**config.mk**
```make
export PLATFORM = sky130hd
export DESIGN_NAME = bbf_serializer_flat
export DESIGN_NICKNAME = d
export VERILOG_FILES = /design/src/hw/rtl/bbf_pkg.sv /design/src/hw/rtl/bbf_out_if.sv /design/src/hw/rtl/bbf_serializer.sv /design/src/flat_wrapper.sv
export SDC_FILE = /design/constraint.sdc
export NUM_CORES = 1
export LEC_CHECK = 0
export BUFFER_PORTS_ARGS = -buffer_cell sky130_fd_sc_hd__buf_4
export CORE_UTILIZATION = 32
export CTS_CLUSTER_DIAMETER = 50
export DETAILED_ROUTE_END_ITERATION = 12
export PLACE_DENSITY_LB_ADDON = 0.12
export SYNTH_ARGS = -nofsm -noshare
export SYNTH_HDL_FRONTEND = slang
export SYNTH_SLANG_ARGS = --single-unit
```
**constraint.sdc**
```tcl
create_clock -name i_clk -period 1.5 [get_ports i_clk]
set_input_delay 0 -clock i_clk [delete_from_list [all_inputs] [get_ports i_clk]]
set_output_delay 0 -clock i_clk [all_outputs]
set_load 0.1 [all_outputs]
```
**src/hw/rtl/bbf_pkg.sv**
```systemverilog
// bbf_pkg: shared constants, types and helpers of the band beat LED fader.
// No dependencies; used by the interfaces, the lane, the serializer and the top level.
package bbf_pkg;

    localparam int NUM_BANDS = 5;
    localparam int BAND_W    = 3;
    localparam int MAG_W     = 31;
    localparam int LEVEL_W   = 14;
    localparam int TRK_W     = 16;
    localparam int COLOR_W   = 24;
    localparam int CHAN_W    = 8;
    localparam int TIME_W    = 32;
    localparam int PERIOD_W  = 16;
    localparam int CFG_IDX_W = 3;

    // level = mag / 200000 = (mag >> 6) / 3125, done as a reciprocal multiply
    localparam int DIV_SHIFT  = 6;
    localparam int DIV_X_W    = MAG_W - DIV_SHIFT;          // 25
    localparam int DIV_PROD_W = 2 * DIV_X_W;                // 50
    localparam int DIV_RSHIFT = 36;
    localparam logic [DIV_X_W-1:0] DIV_MULT = 25'd21990232; // floor(2^36 / 3125)
    localparam logic [DIV_X_W-1:0] DIV_REM  = 25'd3125;

    localparam logic [BAND_W-1:0] BAND_LAST = 3'd4;

    localparam logic [PERIOD_W-1:0] FADE_PERIOD_RST = 16'd33;
    localparam logic [LEVEL_W-1:0]  MIN_LEVEL_RST   = 14'd3;

    typedef enum logic [CFG_IDX_W-1:0] {
        CFG_FADE_PERIOD = 3'd0,
        CFG_MIN_LEVEL   = 3'd1,
        CFG_COLOR0      = 3'd2,
        CFG_COLOR1      = 3'd3,
        CFG_COLOR2      = 3'd4,
        CFG_COLOR3      = 3'd5,
        CFG_COLOR4      = 3'd6
    } t_cfg_idx;

    typedef logic [NUM_BANDS-1:0][COLOR_W-1:0] t_color_arr;

    // per-frame lane strobes
    typedef struct packed {
        logic ld1;    // load divider multiply stage
        logic ld2;    // load level stage
        logic commit; // update tracker and color
        logic fade;   // fade step due this frame
    } t_lane_ctrl;

    // floor(4*c/5) for an 8-bit channel: (c*205) >> 8 is exact over 0..255
    function automatic logic [CHAN_W-1:0] fade_chan(input logic [CHAN_W-1:0] c);
        logic [15:0] p;
        p = 16'(c) * 16'd205;
        return p[15:8];
    endfunction

    function automatic logic [COLOR_W-1:0] fade_color(input logic [COLOR_W-1:0] rgb);
        return {fade_chan(rgb[23:16]), fade_chan(rgb[15:8]), fade_chan(rgb[7:0])};
    endfunction

endpackage

```
**src/hw/rtl/bbf_out_if.sv**
```systemverilog
// bbf_out_if: result channel, one band color per beat.
// Depends on bbf_pkg.
interface bbf_out_if;
    logic                          valid;
    logic                          ready;
    logic [bbf_pkg::BAND_W-1:0]    band_index;
    logic [bbf_pkg::CHAN_W-1:0]    red;
    logic [bbf_pkg::CHAN_W-1:0]    green;
    logic [bbf_pkg::CHAN_W-1:0]    blue;
    logic                          beat_hit;
    logic                          last_band;

    modport source (output valid, band_index, red, green, blue, beat_hit, last_band,
                    input ready);
    modport sink   (input valid, band_index, red, green, blue, beat_hit, last_band,
                    output ready);
endinterface

```
**src/hw/rtl/bbf_serializer.sv**
```systemverilog
// bbf_serializer: merges the five lane results into one beat per band, band 0 first.
// Depends on bbf_pkg and bbf_out_if.
module bbf_serializer (
    input  logic                             i_clk,
    input  logic                             i_rst_n,
    input  logic                             i_load,
    input  bbf_pkg::t_color_arr              i_colors,
    input  logic [bbf_pkg::NUM_BANDS-1:0]    i_hits,
    output logic                             o_free,
    bbf_out_if.source                        o_out
);
    logic                          r_full;
    logic [bbf_pkg::BAND_W-1:0]    r_idx;
    logic                          n_full;
    logic [bbf_pkg::BAND_W-1:0]    n_idx;
    logic                          take;
    logic                          is_last;
    logic [bbf_pkg::COLOR_W-1:0]   sel;

    assign is_last = (r_idx == bbf_pkg::BAND_LAST);
    assign take    = r_full && o_out.ready;
    assign o_free  = !r_full || (take && is_last);

    always_comb begin
        n_full = r_full;
        n_idx  = r_idx;
        if (i_load) begin
            n_full = 1'b1;
            n_idx  = '0;
        end else if (take) begin
            if (is_last) begin
                n_full = 1'b0;
            end else begin
                n_idx = r_idx + bbf_pkg::BAND_W'(1);
            end
        end
    end

    always_ff @(posedge i_clk) begin
        if (!i_rst_n) begin
            r_full <= 1'b0;
            r_idx  <= '0;
        end else begin
            r_full <= n_full;
            r_idx  <= n_idx;
        end
    end

    assign sel              = i_colors[r_idx];
    assign o_out.valid      = r_full;
    assign o_out.band_index = r_idx;
    assign o_out.red        = sel[23:16];
    assign o_out.green      = sel[15:8];
    assign o_out.blue       = sel[7:0];
    assign o_out.beat_hit   = i_hits[r_idx];
    assign o_out.last_band  = is_last;

endmodule

```
**src/flat_wrapper.sv**
```systemverilog
// flat-port wrapper written by rule: the top's interface ports become plain ports
module bbf_serializer_flat 
  (i_clk, i_rst_n, i_load, i_colors, i_hits, o_free, o_out_valid, o_out_band_index, o_out_red, o_out_green, o_out_blue, o_out_beat_hit, o_out_last_band, o_out_ready);
  bbf_out_if o_out_i ();
  input  logic i_clk;
  input  logic i_rst_n;
  input  logic i_load;
  input  bbf_pkg::t_color_arr i_colors;
  input  logic [bbf_pkg::NUM_BANDS-1:0] i_hits;
  output logic o_free;
  output wire logic [$bits(o_out_i.valid)-1:0] o_out_valid;
  output wire logic [$bits(o_out_i.band_index)-1:0] o_out_band_index;
  output wire logic [$bits(o_out_i.red)-1:0] o_out_red;
  output wire logic [$bits(o_out_i.green)-1:0] o_out_green;
  output wire logic [$bits(o_out_i.blue)-1:0] o_out_blue;
  output wire logic [$bits(o_out_i.beat_hit)-1:0] o_out_beat_hit;
  output wire logic [$bits(o_out_i.last_band)-1:0] o_out_last_band;
  input wire logic [$bits(o_out_i.ready)-1:0] o_out_ready;
  assign o_out_valid = o_out_i.valid;
  assign o_out_band_index = o_out_i.band_index;
  assign o_out_red = o_out_i.red;
  assign o_out_green = o_out_i.green;
  assign o_out_blue = o_out_i.blue;
  assign o_out_beat_hit = o_out_i.beat_hit;
  assign o_out_last_band = o_out_i.last_band;
  assign o_out_i.ready = o_out_ready;
  bbf_serializer u_core (.i_clk(i_clk), .i_rst_n(i_rst_n), .i_load(i_load), .i_colors(i_colors), .i_hits(i_hits), .o_free(o_free), .o_out(o_out_i));
endmodule
```
==> flow_results.xml <==
<?xml version="1.0" encoding="UTF-8"?>
<metrics>
  <group name="power_and_ir_drop">
    <metric name="static_leakage" unit="nW">1.44</metric>
    <metric name="power_switching_share" unit="%">44.0</metric>
    <metric name="powerDensity" unit="nW/um^2">466</metric>
    <metric name="ir_drop" unit="V">0.000428</metric>
    <metric name="switching_power" unit="uW">661</metric>
    <metric name="pwr-share-comb" unit="%">76.1</metric>
    <metric name="power_share_of_the_sequential_group" unit="%">7.4</metric>
    <metric name="internal_power" unit="uW">841</metric>
    <metric name="clockPowerShare" unit="%">16.5</metric>
    <metric name="power.total" unit="mW">1.50</metric>
  </group>
  <group name="logic_synthesis">
    <metric name="synth_edf_count" unit="">0</metric>
    <metric name="synth.lib_cells_used.distinct" unit="">24</metric>
    <metric name="syn-mean-instance-area" unit="sq um">8.50</metric>
    <metric name="mappedNetlistArea" unit="sq um">1210</metric>
    <metric name="postSynthRegisterBits" unit="">4</metric>
    <metric name="yosys_warnings" unit="">0</metric>
    <metric name="yosys.area.top_type" unit="">sky130_fd_sc_hd__mux2i_1</metric>
    <metric name="async_flop_share" unit="%">0</metric>
    <metric name="synth.top_cells.by_area" unit="">sky130_fd_sc_hd__mux2i_1 41%, sky130_fd_sc_hd__a21o_1 15%, sky130_fd_sc_hd__o22ai_1 13%</metric>
    <metric name="count_of_mapped_cells_out_of_synthesis" unit="">143</metric>
    <metric name="post-synth-top-area-fraction" unit="%">41.2</metric>
    <metric name="synth_ff_type" unit="">sky130_fd_sc_hd__dfxtp_1</metric>
    <metric name="syn_nets" unit="">274</metric>
    <metric name="synth_seq_area_share" unit="%">6.59</metric>
  </group>
  <group name="detailed_routing">
    <metric name="avgRoutedWirePerCell" unit="um">18.4</metric>
    <metric name="antenna_left" unit="">0</metric>
    <metric name="post-route-drc-count" unit="">0</metric>
    <metric name="routed_via_density" unit="">5.41</metric>
    <metric name="drt_first_pass_iters" unit="">6</metric>
    <metric name="routed-via-count" unit="">1916</metric>
    <metric name="totalWireLength" unit="mm">6.51</metric>
    <metric name="drt_first_iter_violations" unit="">75</metric>
  </group>
  <group name="floorplan">
    <metric name="start_util" unit="%">33.2</metric>
    <metric name="core_region_area" unit="sq um">3660</metric>
    <metric name="core.rowCount" unit="">22</metric>
    <metric name="boundaryPins" unit="">160</metric>
    <metric name="die-width" unit="um">63.6</metric>
    <metric name="die_area" unit="sq um">4050</metric>
    <metric name="chipHeight" unit="um">63.6</metric>
  </group>
  <group name="critical_path">
    <metric name="path_class" unit="">flip-flop to primary output</metric>
    <metric name="cp.depth" unit="">5</metric>
    <metric name="critical_path.startpoint_type" unit="">flip-flop</metric>
    <metric name="critical_path_buf_inv_count" unit="">2</metric>
    <metric name="cp_data_required_time" unit="ns">1.50</metric>
    <metric name="path_delay_family" unit="">flip-flops</metric>
    <metric name="reg2reg_depth" unit="">6</metric>
    <metric name="timing.critical_path.cells" unit="">buf_12, mux2i_1, o22ai_1, a21o_4, buf_12</metric>
    <metric name="timing.critical_path.slowest_cell_delay" unit="ns">0.41</metric>
    <metric name="worst_path_most_repeated_cell" unit="">sky130_fd_sc_hd__buf_12</metric>
    <metric name="worst_endpoint_data_arrival_time" unit="ns">1.65</metric>
    <metric name="cp-end-kind" unit="">primary output</metric>
    <metric name="slowest_cell_on_crit_path" unit="">sky130_fd_sc_hd__dfxtp_4</metric>
    <metric name="path_max_fanout" unit="">14</metric>
  </group>
  <group name="clocking">
    <metric name="clock_tree.buffer_depth" unit="">2</metric>
    <metric name="htreeDepth" unit="">1</metric>
    <metric name="inserted_clock_buffers" unit="">3</metric>
    <metric name="clk_pin_slew" unit="ns">0.04</metric>
    <metric name="cts_hold_buf" unit="">0</metric>
    <metric name="tritoncts_sinks" unit="">4</metric>
    <metric name="insertion_delay" unit="ns">0.22</metric>
    <metric name="root_cell_of_the_clock_tree" unit="">sky130_fd_sc_hd__clkbuf_8</metric>
    <metric name="tritoncts" unit="">done</metric>
  </group>
  <group name="sta">
    <metric name="layout_setup_ws" unit="ns">-0.146</metric>
    <metric name="clock-skew-final" unit="ns">0.00842</metric>
    <metric name="slew_violations" unit="">0</metric>
    <metric name="min_cycle_time_layout" unit="ns">1.65</metric>
    <metric name="fmax" unit="MHz">608</metric>
    <metric name="setup_violations" unit="">25</metric>
    <metric name="setup_repair_after_global_routing_missed_its_margin" unit="">yes</metric>
    <metric name="period_share" unit="%">110</metric>
    <metric name="worstMarginPinSlew" unit="ns">0.257</metric>
    <metric name="slew_headroom" unit="%">82.4</metric>
    <metric name="final-hold-violation-count" unit="">0</metric>
  </group>
  <group name="placed_design">
    <metric name="routabilityCongestion" unit="">0.771</metric>
    <metric name="dp.final_hpwl" unit="mm">4.20</metric>
    <metric name="dpl-instance-area" unit="sq um">2660</metric>
    <metric name="io_buffers" unit="">159</metric>
  </group>
  <group name="run_status">
    <metric name="outcome" unit="">finished, violations left</metric>
    <metric name="failing_checks" unit="">setup timing</metric>
  </group>
  <group name="grt">
    <metric name="grt_start_max_net_pins" unit="">17</metric>
    <metric name="groute.usage.overall" unit="%">30.6</metric>
    <metric name="grt_overflow" unit="">0</metric>
    <metric name="number_of_global_route_vias_before_repair" unit="">2004</metric>
    <metric name="grt_first_pass_wirelength" unit="mm">9.56</metric>
    <metric name="grt_antenna_before_repair" unit="">0</metric>
  </group>
  <group name="layout">
    <metric name="antenna_cell_count" unit="">0</metric>
    <metric name="drive_above_1_share" unit="%">73.5</metric>
    <metric name="syn_to_final_growth" unit="%">165</metric>
    <metric name="final_util" unit="%">88.0</metric>
    <metric name="final_layout_net_count" unit="">438</metric>
    <metric name="final_cell_area" unit="sq um">3220</metric>
  </group>
  <group name="run">
    <metric name="drv_cap" unit="">0</metric>
  </group>
  <group name="min_path">
    <metric name="timing.hold.worst_path_depth" unit="">2</metric>
    <metric name="hold_path.class" unit="">primary input to flip-flop</metric>
  </group>
</metrics>
==> path summary, 6_finish.rpt <==
| path | from | end | slack (ns) |
|---|---|---|---|
| setup / recovery | u_core.o_out.band_index[0]$_SDFFE_PP0P_ | o_out_blue[1] | -0.15 |
| hold / removal | i_rst_n | u_core.o_out.valid$_SDFFE_PN0P_ | 0.03 |
| setup reg to reg | u_core.o_out.band_index[0]$_SDFFE_PP0P_ | u_core.o_out.band_index[0]$_SDFFE_PP0P_ | 0.01 |
| hold reg to reg | u_core.o_out.band_index[2]$_SDFFE_PP0P_ | u_core.o_out.band_index[2]$_SDFFE_PP0P_ | 0.50 |
==> flip-flops by register name, summed over array words and instances (netlist names) <==
register / count
u_core.o_out.valid: 1
u_core.o_out.band_index: 3
==> logic make-up (layout without fill, tap and decap cells) <==
family / count (synthesis) / in the layout / synth area share [%]
and+or+nand+nor: 12 / 12 / 6.39
muxes: 50 / 50 / 41.2
adders and majority gates: 2 / 2 / 2.06
buffers and inverters: 18 / 181 / 11.5
AOI/OAI and AO/OA: 57 / 57 / 32.2
DFF: 4 / 4 / 6.59
==> power groups by stage <==
stage,logic (mW),clock network [mW],registers [mW]
floorplan,0.565,0,0.130
global placement,0.926,0,0.111
detailed placement,0.938,0,0.111
CTS,1.10,0.248,0.111
global route,1.18,0.261,0.111
finish,1.14,0.248,0.110
==> cells in the final DEF (no fill, tap or decap) <==
cell type,instances
sky130_fd_sc_hd__nand2b_1,2
sky130_fd_sc_hd__mux2i_2,9
sky130_fd_sc_hd__nor3b_1,1
sky130_fd_sc_hd__buf_12,31
sky130_fd_sc_hd__or2_1,1
sky130_fd_sc_hd__o311ai_1,1
sky130_fd_sc_hd__a21oi_1,2
sky130_fd_sc_hd__nand2_1,1
sky130_fd_sc_hd__dfxtp_4,3
sky130_fd_sc_hd__nand3_1,1
sky130_fd_sc_hd__mux2i_1,39
sky130_fd_sc_hd__o21a_1,2
sky130_fd_sc_hd__buf_4,140
sky130_fd_sc_hd__buf_8,1
sky130_fd_sc_hd__a21o_4,24
sky130_fd_sc_hd__inv_4,1
sky130_fd_sc_hd__and2_4,1
sky130_fd_sc_hd__ha_4,1
sky130_fd_sc_hd__clkbuf_1,1
sky130_fd_sc_hd__a21o_2,1
sky130_fd_sc_hd__and3_4,1
sky130_fd_sc_hd__o22ai_1,22
sky130_fd_sc_hd__nand2_2,1
sky130_fd_sc_hd__inv_1,2
sky130_fd_sc_hd__clkbuf_8,3
sky130_fd_sc_hd__or3_1,1
sky130_fd_sc_hd__mux2i_4,2
sky130_fd_sc_hd__o41ai_1,1
sky130_fd_sc_hd__o22ai_2,3
sky130_fd_sc_hd__dfxtp_2,1
sky130_fd_sc_hd__ha_1,1
sky130_fd_sc_hd__o21ai_0,1
sky130_fd_sc_hd__nor2b_1,2
sky130_fd_sc_hd__buf_16,2
==> Yosys cell counts (2+ instances only) <==
library cell and n:
sky130_fd_sc_hd__a21o_1 25, sky130_fd_sc_hd__a21oi_1 2, sky130_fd_sc_hd__buf_4 9, sky130_fd_sc_hd__buf_6 5
sky130_fd_sc_hd__dfxtp_1 4, sky130_fd_sc_hd__ha_1 2, sky130_fd_sc_hd__inv_1 2, sky130_fd_sc_hd__mux2i_1 50
sky130_fd_sc_hd__nand2_1 2, sky130_fd_sc_hd__nand2b_1 2, sky130_fd_sc_hd__nor2b_1 2, sky130_fd_sc_hd__o21a_1 2
sky130_fd_sc_hd__o22ai_1 25
==> through the flow <==
step	hold slack (ns)	instances	setup TNS (ns)	worst slack (ns)
5_1_grt	0.0434	354	-2.51	-0.172
2_1_floorplan	0.128	143	-0.375	-0.210
4_1_cts	0.0308	352	-1.06	-0.0849
3_5_place_dp	0.250	343	0	0.0971
6_report	0.0263	354	-1.64	-0.146
3_3_place_gp	0.242	343	0	0.153
==> what timing repair did <==
action,4_1_cts,5_1_grt
resized for setup,77,17
setup endpoints to repair,25,25
endpoints found under the hold margin,0,0
cloned,3,0
buffers inserted,2,3
pin swaps,4,2
==> final cells by class <==
cell class	count	area [sq um]
clock buffers	4	45.0
fillers	179	439
inverters	3	13.8
multi-input cells	121	1270
flip-flops and latches	4	92.6
well taps	48	60.1
repair buffers	174	1740
==> per-layer routing <==
metal / GRT usage, % / vias to the layer above / part of all wire (%)
li1: - / 884 / -
met1: 28.4 / 905 / 34
met2: 63.2 / 109 / 55
met3: 7.07 / 18 / 7.5
met4: 10.2 / 0 / 3.3
met5: 0 / - / 0
No activity file was read; power rests on OpenSTA's default activity.
