`config.mk`:
```
export PLATFORM = sky130hd
export DESIGN_NAME = bbf_lane
export DESIGN_NICKNAME = d
export VERILOG_FILES = /design/src/hw/rtl/bbf_pkg.sv /design/src/hw/rtl/bbf_lane.sv
export SDC_FILE = /design/constraint.sdc
export NUM_CORES = 1
export LEC_CHECK = 0
export BUFFER_PORTS_ARGS = -buffer_cell sky130_fd_sc_hd__buf_2
export CORE_ASPECT_RATIO = 0.7
export CORE_MARGIN = 2
export CORE_UTILIZATION = 33
export CTS_BUF_LIST = sky130_fd_sc_hd__clkbuf_16
export DETAILED_ROUTE_END_ITERATION = 8
export PLACE_DENSITY = 0.53
export SLEW_MARGIN = 20
export SYNTH_ARGS = -nofsm -noshare
export SYNTH_HDL_FRONTEND = slang
export SYNTH_SLANG_ARGS = --single-unit
```
`constraint.sdc`:
```
create_clock -name i_clk -period 22.1 [get_ports i_clk]
set_clock_uncertainty 0.15 [all_clocks]
set_input_delay 3.315 -clock i_clk [delete_from_list [all_inputs] [get_ports i_clk]]
set_output_delay 3.315 -clock i_clk [all_outputs]
set_load 0.1 [all_outputs]
```
`src/hw/rtl/bbf_pkg.sv`:
```
// bbf_pkg: shared constants, types and helpers of the band beat LED fader.
// No dependencies; used by the interfaces, the lane, the serializer and the top level.
package bbf_pkg;

    localparam int NUM_BANDS = 5;
    localparam int BAND_W    = 3;
    localparam int MAG_W     = 31;
    localparam int LEVEL_W   = 14;
    localparam int TRK_W     = 16;
    localparam int COLOR_W   = 24;
    localparam int CHAN_W    = 8;
    localparam int TIME_W    = 32;
    localparam int PERIOD_W  = 16;
    localparam int CFG_IDX_W = 3;

    // level = mag / 200000 = (mag >> 6) / 3125, done as a reciprocal multiply
    localparam int DIV_SHIFT  = 6;
    localparam int DIV_X_W    = MAG_W - DIV_SHIFT;          // 25
    localparam int DIV_PROD_W = 2 * DIV_X_W;                // 50
    localparam int DIV_RSHIFT = 36;
    localparam logic [DIV_X_W-1:0] DIV_MULT = 25'd21990232; // floor(2^36 / 3125)
    localparam logic [DIV_X_W-1:0] DIV_REM  = 25'd3125;

    localparam logic [BAND_W-1:0] BAND_LAST = 3'd4;

    localparam logic [PERIOD_W-1:0] FADE_PERIOD_RST = 16'd33;
    localparam logic [LEVEL_W-1:0]  MIN_LEVEL_RST   = 14'd3;

    typedef enum logic [CFG_IDX_W-1:0] {
        CFG_FADE_PERIOD = 3'd0,
        CFG_MIN_LEVEL   = 3'd1,
        CFG_COLOR0      = 3'd2,
        CFG_COLOR1      = 3'd3,
        CFG_COLOR2      = 3'd4,
        CFG_COLOR3      = 3'd5,
        CFG_COLOR4      = 3'd6
    } t_cfg_idx;

    typedef logic [NUM_BANDS-1:0][COLOR_W-1:0] t_color_arr;

    // per-frame lane strobes
    typedef struct packed {
        logic ld1;    // load divider multiply stage
        logic ld2;    // load level stage
        logic commit; // update tracker and color
        logic fade;   // fade step due this frame
    } t_lane_ctrl;

    // floor(4*c/5) for an 8-bit channel: (c*205) >> 8 is exact over 0..255
    function automatic logic [CHAN_W-1:0] fade_chan(input logic [CHAN_W-1:0] c);
        logic [15:0] p;
        p = 16'(c) * 16'd205;
        return p[15:8];
    endfunction

    function automatic logic [COLOR_W-1:0] fade_color(input logic [COLOR_W-1:0] rgb);
        return {fade_chan(rgb[23:16]), fade_chan(rgb[15:8]), fade_chan(rgb[7:0])};
    endfunction

endpackage

```
`src/hw/rtl/bbf_lane.sv`:
```
// bbf_lane: one band - constant divider pipe, level tracker and band color.
// Depends on bbf_pkg.
module bbf_lane (
    input  logic                              i_clk,
    input  logic                              i_rst_n,
    input  bbf_pkg::t_lane_ctrl               i_ctrl,
    input  logic [bbf_pkg::MAG_W-1:0]         i_mag,
    input  logic [bbf_pkg::LEVEL_W-1:0]       i_min_level,
    input  logic [bbf_pkg::COLOR_W-1:0]       i_cfg_color,
    output logic [bbf_pkg::COLOR_W-1:0]       o_color,
    output logic                              o_hit
);
    localparam int XW = bbf_pkg::DIV_X_W;
    localparam int LW = bbf_pkg::LEVEL_W;
    localparam int TW = bbf_pkg::TRK_W;

    logic [XW-1:0]                     r_x1;
    logic [bbf_pkg::DIV_PROD_W-1:0]    r_prod1;
    logic [LW-1:0]                     r_level2;
    logic signed [TW-1:0]              r_trk;
    logic [bbf_pkg::COLOR_W-1:0]       r_color;
    logic                              r_hit;

    logic [LW-1:0]         q0;
    logic [XW-1:0]         qm;
    logic [XW-1:0]         rem;
    logic [LW-1:0]         level;
    logic signed [TW-1:0]  lvl_s;
    logic signed [TW-1:0]  d;
    logic signed [TW-1:0]  step;
    logic signed [TW-1:0]  tn;
    logic                  hit;
    logic signed [TW-1:0]  n_trk;

    // stage 1: reciprocal multiply
    always_ff @(posedge i_clk) begin
        if (i_ctrl.ld1) begin
            r_x1    <= i_mag[bbf_pkg::MAG_W-1:bbf_pkg::DIV_SHIFT];
            r_prod1 <= bbf_pkg::DIV_PROD_W'(i_mag[bbf_pkg::MAG_W-1:bbf_pkg::DIV_SHIFT])
                       * bbf_pkg::DIV_PROD_W'(bbf_pkg::DIV_MULT);
        end
    end

    // stage 2: quotient estimate is exact or one low; fix with remainder
    always_comb begin
        q0    = r_prod1[bbf_pkg::DIV_RSHIFT +: LW];
        qm    = XW'(q0) * bbf_pkg::DIV_REM;
        rem   = r_x1 - qm;
        level = (rem >= bbf_pkg::DIV_REM) ? q0 + LW'(1) : q0;
    end

    always_ff @(posedge i_clk) begin
        if (i_ctrl.ld2) begin
            r_level2 <= level;
        end
    end

    // stage 3: tracker decay toward level, then beat test
    always_comb begin
        lvl_s = signed'({{(TW-LW){1'b0}}, r_level2});
        d     = r_trk - lvl_s;
        step  = (d + (d[TW-1] ? TW'(3) : TW'(0))) >>> 2;  // truncate toward zero
        if (step == '0) begin
            step = TW'(1);
        end
        tn    = r_trk - step;
        hit   = (r_level2 > i_min_level) && (lvl_s > tn);
        n_trk = hit ? lvl_s : tn;
    end

    always_ff @(posedge i_clk) begin
        if (!i_rst_n) begin
            r_trk   <= '0;
            r_color <= '0;
            r_hit   <= 1'b0;
        end else if (i_ctrl.commit) begin
            r_trk <= n_trk;
            r_hit <= hit;
            if (hit) begin
                r_color <= i_cfg_color;
            end else if (i_ctrl.fade) begin
                r_color <= bbf_pkg::fade_color(r_color);
            end
        end
    end

    assign o_color = r_color;
    assign o_hit   = r_hit;

endmodule

```
==> impl_metrics.py, run 1 <==
metrics = {
    "run": {
        "cap_violations": 0,
    },
    "routing": {
        "detail_route.first_pass.iterations": 5,
        "wl_per_cell_um": 16.1,
        "drtIter0Drc": 847,
        "drt_wl_total_um": 57400,
        "antenna_left": 0,
        "drc_markers": 0,
        "dr_total_vias": 17150,
        "routed_via_density": 4.80,
    },
    "worst_setup_path": {
        "critical_path.startpoint_type": "input pin",
        "r2r-end": "o_color[8]",
        "r2r_start": "r_level2[12]",
        "worst-setup-path-type": "input pin to register",
        "end_kind": "register",
        "worst-r2r-setup-slack_ns": 12.74,
        "cp.required_ns": 22.07,
        "timing.critical_path.slowest_stage_cell": "fa_1",
        "r2r_cells": 32,
        "path_max_fanout": 12,
        "data_arrival_time_at_the_worst_slack_endpoint_ns": 10.51,
        "worst_path_largest_cell_delay_ns": 0.54,
    },
    "clock_tree": {
        "clock_latency_ns": 0.39,
        "ctsHtreeMaxLevel": 3,
        "post_cts_hold_buffer_count": 0,
        "tritoncts_clock_tree": "yes",
        "clk_pin_slew_worst_paths_ns": 0.08,
        "cts_inserted_buffers": 9,
        "tritoncts_num_sinks": 94,
        "cts.repair.resized": 0,
        "cts_buffer_depth": 2,
        "cts_root_buffer": "clkbuf_16",
        "cts_setup_buffers": 0,
    },
    "status": {
        "run_status": "finished, final reports clean",
    },
    "synthesis": {
        "synth.distinct_cells": 71,
        "asyncSetResetFlopFracSynth_pct": 0,
        "yosys.area.top_type_share_pct": 28.6,
        "synthesis.area_per_instance_um2": 9.46,
        "yosysWarningCount": 0,
        "synth-edff-count": 53,
        "synth.top_cells.by_area": "ha_1, fa_1, inv_1",
        "synth_top_flop_cell": "edfxtp_1",
        "netlist_area_um2": 23900,
        "syn_nets": 3481,
        "post_synth_top_area_cell": "ha_1",
        "ys_seq_area_share_pct": 10.1,
        "ys_ff_latch": 94,
        "netlist_instances": 2531,
    },
    "global_routing": {
        "grt_overflow_total": 0,
        "grtUsageTotal_pct": 15.9,
        "grt_start_max_net_pins": 75,
        "antenna_found_initial": 0,
        "grt_pass1_wl_um": 96100,
        "grt_pass1_vias": 18001,
    },
    "final_layout": {
        "antenna_cells_inserted": 0,
        "fillCellCount": 7353,
        "post_route_cells_drive_above_1_share_pct": 5.56,
        "final_core_utilization_pct": 36.0,
        "final_net_count": 3552,
        "area.growth.synth_to_final_pct": 7.81,
    },
    "floorplanning": {
        "num_rows": 82,
        "initial_util_pct": 33.4,
        "pin_count": 100,
        "die_y_um": 229,
        "floorplan.die.width_um": 326,
        "floorplan.core_area_um2": 71700,
        "die_area_um2": 74700,
    },
    "min_path": {
        "worst_hold_path_type": "register to register",
        "hold_path_end": "o_hit",
        "timing.hold.worst_path_depth": 2,
        "timing.hold.worst.start": "o_hit",
    },
    "timing": {
        "slew_headroom_pct": 28.5,
        "final.period_utilization_pct": 47.7,
        "finalHoldViolCount": 0,
        "final_period_minus_worst_setup_slack_ns": 10.54,
        "timing.final.setup_violations": 0,
        "grt_setup_unrepaired": "no",
        "worst_slew_pin_tran_ns": 1.07,
        "slew_viol_final": 0,
        "max_freq_ghz": 0.0949,
        "setup-tns-final_ns": 0,
    },
    "placement": {
        "io_buffer_count": 93,
        "place_hpwl_um": 49600,
        "finalWeightedCongestion": 0.861,
    },
}
-- worst max-delay path: cells and delay by family --
| family | cells | cell delay, ns |
|---|---|---|
| xor gates and xnor gates | 1 | 0.09 |
| AOI/OAI and AO/OA | 9 | 2.22 |
| and+or+nand+nor | 1 | 0.46 |
| buffers and inverters | 7 | 0.72 |
| adders and majority gates | 8 | 3.69 |
-- final cells by class --
class / instances / area [µm²] / area share (%)
inverter: 669 / 2510 / 9.73
timing repair buffer: 99 / 510 / 1.98
multi-input combinational: 1729 / 18900 / 73.1
clock buffer: 9 / 225 / 0.873
tap: 966 / 1210 / 4.68
clock inverter: 7 / 73.8 / 0.286
sequential: 94 / 2410 / 9.35
-- cells by family after synthesis --
family	count (synthesis)	synth area share [%]
adder cells (fa/ha/maj)	875	56.0
buffers and inverters	708	11.2
AND/OR/NAND/NOR	347	7.43
XOR/XNOR	103	3.77
flip-flops	94	10.1
AO/OA/AOI/OAI	396	11.2
multiplexers	8	0.392
-- worst max path at each step --
stage          startpoint  slack (ns)  cells after the start     endpoint
2_1_floorplan   i_mag[24]       12.35                     25  r_prod1[49]
3_3_place_gp    i_mag[26]       11.16                     26  r_prod1[49]
3_5_place_dp    i_mag[26]       11.14                     26  r_prod1[49]
4_1_cts         i_mag[26]       11.47                     26  r_prod1[49]
5_1_grt         i_mag[26]       11.06                     26  r_prod1[49]
6_report        i_mag[24]       11.56                     26  r_prod1[49]
-- cell usage after synthesis (all sizes together) (6+ instances only) --
cell and count:
o31ai 6, mux2i 7, o211ai 10, or2 8, nor3 22, xor2 35
nand2b 21, nor2b 45, and3 15, ha 548, a311oi 16, a211oi 43
o21bai 6, xnor2 68, nand3 18, nand2 81, a2111oi 31, edfxtp 53
nor4 6, clkbuf 30, o21a 20, nor2 79, dfxtp 41, buf 9
a21oi 118, a21o 30, nand4 18, fa 327, inv 669, or3 7
o21ai 68, nor3b 7
-- metrics by stage --
stage	cells	area (µm²)	hold slack, ns	setup slack [ns]
finish	3573	25800	0.339	11.56
detailed placement	3557	25500	0.333	11.14
global placement	3557	25500	0.332	11.16
CTS	3573	25800	0.346	11.47
global route	3573	25800	0.390	11.06
floorplan	2531	23900	0.338	12.35
-- sequential cells by signal, indices dropped and copies added (netlist names) --
signal,count
o_color,24
o_hit,1
r_level2,14
r_prod1,14
r_trk,16
r_x1,25
-- layout by cell type (no fill, tap or decap), drive strengths merged, types with 45 or more instances in the layout --
cell type and n:
a21oi 118, buf 99, edfxtp 53, fa 327, ha 548, inv 673, nand2 81, nor2 79
nor2b 45, o21ai 68, xnor2 68
-- layer usage --
metal | part of all wire, % | up-vias | global-route usage (%)
met5 | 0 | - | 0
met4 | 0.83 | 0 | 2.23
met3 | 2.9 | 29 | 1.46
met2 | 42 | 276 | 23.8
met1 | 54 | 8404 | 25.0
li1 | - | 8441 | -
Power of run 1 is left out: the tool's default activity adds up to more than one toggle a clock period on the data nets, which glitch-free logic cannot reach.
==> inputs of run 2 (changes only) <==
Clock period 22.1 ns to 11 ns, I/O delays scaled along.
==> impl_metrics.py, run 2 (synthesis results as in run 1) <==
metrics = {
    "worst_setup_path": {
        "data_arrival_time_at_the_worst_slack_endpoint_ns": 9.73,
        "r2r-end": "o_color[5]",
        "critical_path.startpoint_type": "register",
        "r2r_cells": 33,
        "end_kind": "register",
        "worst-setup-path-type": "register to register",
        "timing.critical_path.slowest_stage_cell": "or4b_2",
        "path_max_fanout": 23,
        "worst_path_largest_cell_delay_ns": 0.78,
        "cp.required_ns": 11.10,
        "r2r_start": "r_level2[1]",
        "worst-r2r-setup-slack_ns": 1.37,
    },
    "global_routing": {
        "grt_pass1_wl_um": 97400,
        "grtUsageTotal_pct": 16.1,
        "grt_start_max_net_pins": 75,
        "antenna_found_initial": 0,
        "grt_overflow_total": 0,
        "grt_pass1_vias": 18272,
    },
    "clock_tree": {
        "tritoncts_num_sinks": 94,
        "ctsHtreeMaxLevel": 3,
        "cts_root_buffer": "clkbuf_16",
        "cts_inserted_buffers": 9,
        "clock_latency_ns": 0.38,
        "post_cts_hold_buffer_count": 0,
        "cts_setup_buffers": 0,
        "clk_pin_slew_worst_paths_ns": 0.08,
        "cts.repair.resized": 0,
        "tritoncts_clock_tree": "yes",
        "cts_buffer_depth": 2,
    },
    "final_layout": {
        "biggest_register": "r_x1",
        "final_net_count": 3552,
        "area.growth.synth_to_final_pct": 7.80,
        "most_common_cell_after_layout_fill_and_taps_aside": "inv_1",
        "layout_common_cells": "inv_1, ha_1, fa_1, a21oi_1, buf_2",
        "post_route_cells_drive_above_1_share_pct": 5.56,
        "antenna_cells_inserted": 0,
        "largest_register_ff_count": 25,
        "final_core_utilization_pct": 36.0,
        "fillCellCount": 7335,
    },
    "placement": {
        "place_hpwl_um": 50200,
        "io_buffer_count": 93,
        "finalWeightedCongestion": 0.837,
    },
    "routing": {
        "drc_markers": 0,
        "routed_via_density": 4.84,
        "drt_wl_total_um": 58000,
        "detail_route.first_pass.iterations": 6,
        "dr_total_vias": 17302,
        "antenna_left": 0,
        "drtIter0Drc": 1048,
        "wl_per_cell_um": 16.2,
    },
    "timing": {
        "timing.final.setup_violations": 0,
        "setup-tns-final_ns": 0,
        "final_period_minus_worst_setup_slack_ns": 9.63,
        "slew_viol_final": 0,
        "finalHoldViolCount": 0,
        "worst_slew_pin_tran_ns": 1.07,
        "slew_headroom_pct": 28.9,
        "max_freq_ghz": 0.104,
        "grt_setup_unrepaired": "no",
        "final.period_utilization_pct": 87.5,
    },
    "floorplanning": {
        "die_y_um": 229,
        "die_area_um2": 74700,
        "floorplan.core_area_um2": 71700,
        "num_rows": 82,
        "floorplan.die.width_um": 326,
        "initial_util_pct": 33.4,
        "pin_count": 100,
    },
    "run": {
        "cap_violations": 0,
    },
    "status": {
        "run_status": "finished, final reports clean",
    },
    "min_path": {
        "timing.hold.worst_path_depth": 2,
        "worst_hold_path_type": "register to register",
        "hold_path_end": "o_hit",
        "timing.hold.worst.start": "o_hit",
    },
}
## run 2: area by class of cell
type / count / area (µm²) / area share, %
Clock buffer: 9 / 225 / 0.873
Clock inverter: 7 / 71.3 / 0.276
Tap cell: 966 / 1210 / 4.68
Inverter: 669 / 2510 / 9.73
Multi-Input combinational cell: 1729 / 18900 / 73.1
Sequential cell: 94 / 2410 / 9.35
Timing Repair Buffer: 99 / 510 / 1.98
## run 2: worst max path at each step
| stage | startpoint | to | slack, ns | depth (start not counted) |
|---|---|---|---|---|
| 2_1_floorplan | i_mag[24] | r_prod1[49] | 2.92 | 25 |
| 3_3_place_gp | r_level2[1] | o_color[5] | 1.55 | 33 |
| 3_5_place_dp | r_level2[1] | o_color[0] | 1.34 | 33 |
| 4_1_cts | r_level2[1] | o_color[0] | 1.31 | 33 |
| 5_1_grt | r_level2[1] | o_color[4] | 0.44 | 33 |
| 6_report | r_level2[1] | o_color[5] | 1.37 | 33 |
## run 2: metrics by stage
step / cell area (µm²) / hold WS (ns) / worst slack [ns] / cells
final: 25800 / 0.343 / 1.37 / 3573
after CTS: 25800 / 0.356 / 1.31 / 3573
after detailed placement: 25500 / 0.344 / 1.34 / 3557
after global routing: 25800 / 0.387 / 0.436 / 3573
after floorplan: 23900 / 0.338 / 2.92 / 2531
after global placement: 25500 / 0.326 / 1.55 / 3557
## run 2: critical path, delay by kind of cell (launching register included)
| kind | cells | cell delay [ns] |
|---|---|---|
| flops | 1 | 0.46 |
| buf+inv | 3 | 0.64 |
| compound gates | 13 | 3.85 |
| simple gates | 11 | 2.59 |
| mux | 1 | 0.54 |
| xor+xnor | 1 | 0.21 |
| fa+ha+maj | 4 | 1.07 |
## run 2: routing by layer
| layer | part of all wire [%] | wire length, µm | global-route usage (%) |
|---|---|---|---|
| met1 | 53 | 30700 | 25.1 |
| met2 | 42 | 24200 | 24.1 |
| met3 | 4.1 | 2400 | 1.86 |
| met4 | 1.0 | 607 | 2.58 |
| met5 | 0 | 0 | 0 |
Power of run 2 is left out for the same reason.
==> inputs of run 3 (changes only) <==
Settings changed: ABC_AREA set to 1.
==> impl_metrics.py, run 3 <==
metrics = {
    "synthesis": {
        "synth-xor-area-share_pct": 3.79,
        "dominant_combinational_cell_family_by_area_after_synthesis": "adder cells",
        "synth.distinct_cells": 50,
        "synth.top_cells.by_area": "ha_1, fa_1, inv_1",
        "asyncSetResetFlopFracSynth_pct": 0,
        "yosys.area_share.adder_pct": 53.7,
        "synth_simple_gate_area_share_pct": 13.8,
        "yosys.area.top_type_share_pct": 27.5,
        "ys_seq_area_share_pct": 9.67,
        "post_synth_top_area_cell": "ha_1",
        "synth-edff-count": 53,
        "synthesis.area_per_instance_um2": 8.32,
        "yosysWarningCount": 0,
        "yosys.cell_count.top_type": "inv_1",
        "complex_gate_fraction_of_the_synthesized_area_pct": 6.31,
        "netlist_area_um2": 24900,
        "multiplexer_area_fraction_after_synthesis_pct": 0,
        "syn_nets": 3947,
        "ys_top_cells_by_count": "inv_1, ha_1, nand2_1",
        "synth_top_flop_cell": "edfxtp_1",
        "ys_ff_latch": 94,
        "netlist_instances": 2997,
    },
    "final_layout": {
        "fillCellCount": 7900,
        "post_route_cells_drive_above_1_share_pct": 4.41,
        "final_net_count": 4026,
        "area.growth.synth_to_final_pct": 7.57,
        "final_core_utilization_pct": 35.8,
        "biggest_register": "r_x1",
        "most_common_cell_after_layout_fill_and_taps_aside": "inv_1",
        "layout_common_cells": "inv_1, ha_1, nand2_1, fa_1, nor2_1",
        "largest_register_ff_count": 25,
        "antenna_cells_inserted": 0,
    },
    "routing": {
        "drc_markers": 0,
        "wl_per_cell_um": 15.7,
        "drt_wl_total_um": 64000,
        "antenna_left": 0,
        "routed_via_density": 4.61,
        "dr_total_vias": 18751,
        "drtIter0Drc": 1008,
        "detail_route.first_pass.iterations": 5,
    },
    "worst_setup_path": {
        "cp.required_ns": 11.18,
        "worst_path_largest_cell_delay_ns": 0.64,
        "timing.critical_path.slowest_stage_cell": "nand2_4",
        "crit_start": "r_level2[5]",
        "path_max_fanout": 51,
        "cpMostUsedCell": "nand2_1",
        "data_arrival_time_at_the_worst_slack_endpoint_ns": 8.39,
        "worst-setup-path-type": "register to register",
        "critical_path.startpoint_type": "register",
        "cp.buffers_inverters": 5,
        "end_kind": "register",
        "cp_top_family": "simple AND/OR/NAND/NOR gates",
        "worst-r2r-setup-slack_ns": 2.79,
        "r2r_start": "r_level2[5]",
    },
    "clock_tree": {
        "clock_latency_ns": 0.39,
        "clk_pin_slew_worst_paths_ns": 0.09,
        "cts_buffer_depth": 2,
        "cts.repair.resized": 0,
        "cts_root_buffer": "clkbuf_16",
        "cts_inserted_buffers": 9,
        "ctsHtreeMaxLevel": 3,
        "cts_setup_buffers": 0,
        "tritoncts_num_sinks": 94,
        "post_cts_hold_buffer_count": 0,
        "tritoncts_clock_tree": "yes",
    },
    "global_routing": {
        "grt_overflow_total": 0,
        "grt_start_max_net_pins": 52,
        "grt_pass1_vias": 18352,
        "grtUsageTotal_pct": 16.9,
        "antenna_found_initial": 0,
        "grt_pass1_wl_um": 103000,
    },
    "timing": {
        "final_period_minus_worst_setup_slack_ns": 8.21,
        "timing.final.ws_setup_ns": 2.79,
        "setup-tns-final_ns": 0,
        "finalHoldViolCount": 0,
        "grt_setup_unrepaired": "no",
        "max_freq_ghz": 0.122,
        "timing.final.setup_violations": 0,
        "final.period_utilization_pct": 74.6,
        "slew_headroom_pct": 34.5,
        "worst_slew_pin_tran_ns": 0.979,
        "slew_viol_final": 0,
    },
    "floorplanning": {
        "pin_count": 100,
        "floorplan.core_area_um2": 74900,
        "num_rows": 84,
        "die_y_um": 234,
        "floorplan.die.width_um": 333,
        "die_area_um2": 77800,
        "initial_util_pct": 33.3,
    },
    "placement": {
        "finalWeightedCongestion": 0.884,
        "pre_cts_slack_ns": 2.90,
        "io_buffer_count": 93,
        "place_hpwl_um": 56100,
    },
    "run": {
        "cap_violations": 0,
    },
    "status": {
        "run_status": "finished, final reports clean",
    },
    "min_path": {
        "worst_hold_path_type": "register to register",
        "timing.hold.worst.start": "o_hit",
    },
}
[run 3: cell types whose count changed in the layout (fill, tap and decap cells not counted), sizes merged, moves of 30 or more]
cell     previous run  this run
nand2              81       432
a211oi             43         7
a21oi             118       149
nor2               79       176
a2111oi            31         1
xnor2              68        36
nand3              18       119
xor2               35        72
inv               675       808
nor2b              45         0
[run 3: final cells by class]
class,count,area [µm²],share of cell area [%]
Sequential cell,94,2410,8.99
Multi-Input combinational cell,2072,19400,72.2
Clock inverter,7,76.3,0.285
Timing Repair Buffer,96,488,1.82
Tap cell,989,1240,4.61
Inverter,803,3010,11.2
Clock buffer,9,225,0.840
[run 3: stage by stage]
stage	cells	instance area, µm²	hold WS (ns)
after global placement	4054	26500	0.303
final	4070	26800	0.317
after global routing	4070	26800	0.334
after detailed placement	4054	26500	0.308
after floorplan	2997	24900	0.295
after CTS	4070	26800	0.320
[run 3: cell families after synthesis]
logic type               count (synthesis)
XOR/XNOR                               108
adder cells (fa/ha/maj)                875
AO/OA/AOI/OAI                          282
flip-flops                              94
AND/OR/NAND/NOR                        807
buffers and inverters                  831
[run 3: worst paths after layout]
check / end / cells after the start
max: o_color[10] / 38
min: o_hit / 2
max reg2reg: o_color[10] / 38
min reg2reg: o_hit / 2
[run 3: tightest hold or removal path: stages (launching register included)]
cell and delay (ns):
dfxtp_1 0.31, nand2_1 0.06, a21oi_1 0.05
[run 3: routing by layer]
layer / global-route usage, % / routed length [µm]
met1: 28.5 / 36800
met2: 22.5 / 23700
met3: 2.41 / 3040
met4: 2.20 / 444
met5: 0 / 0
Power of run 3 is left out for the same reason.
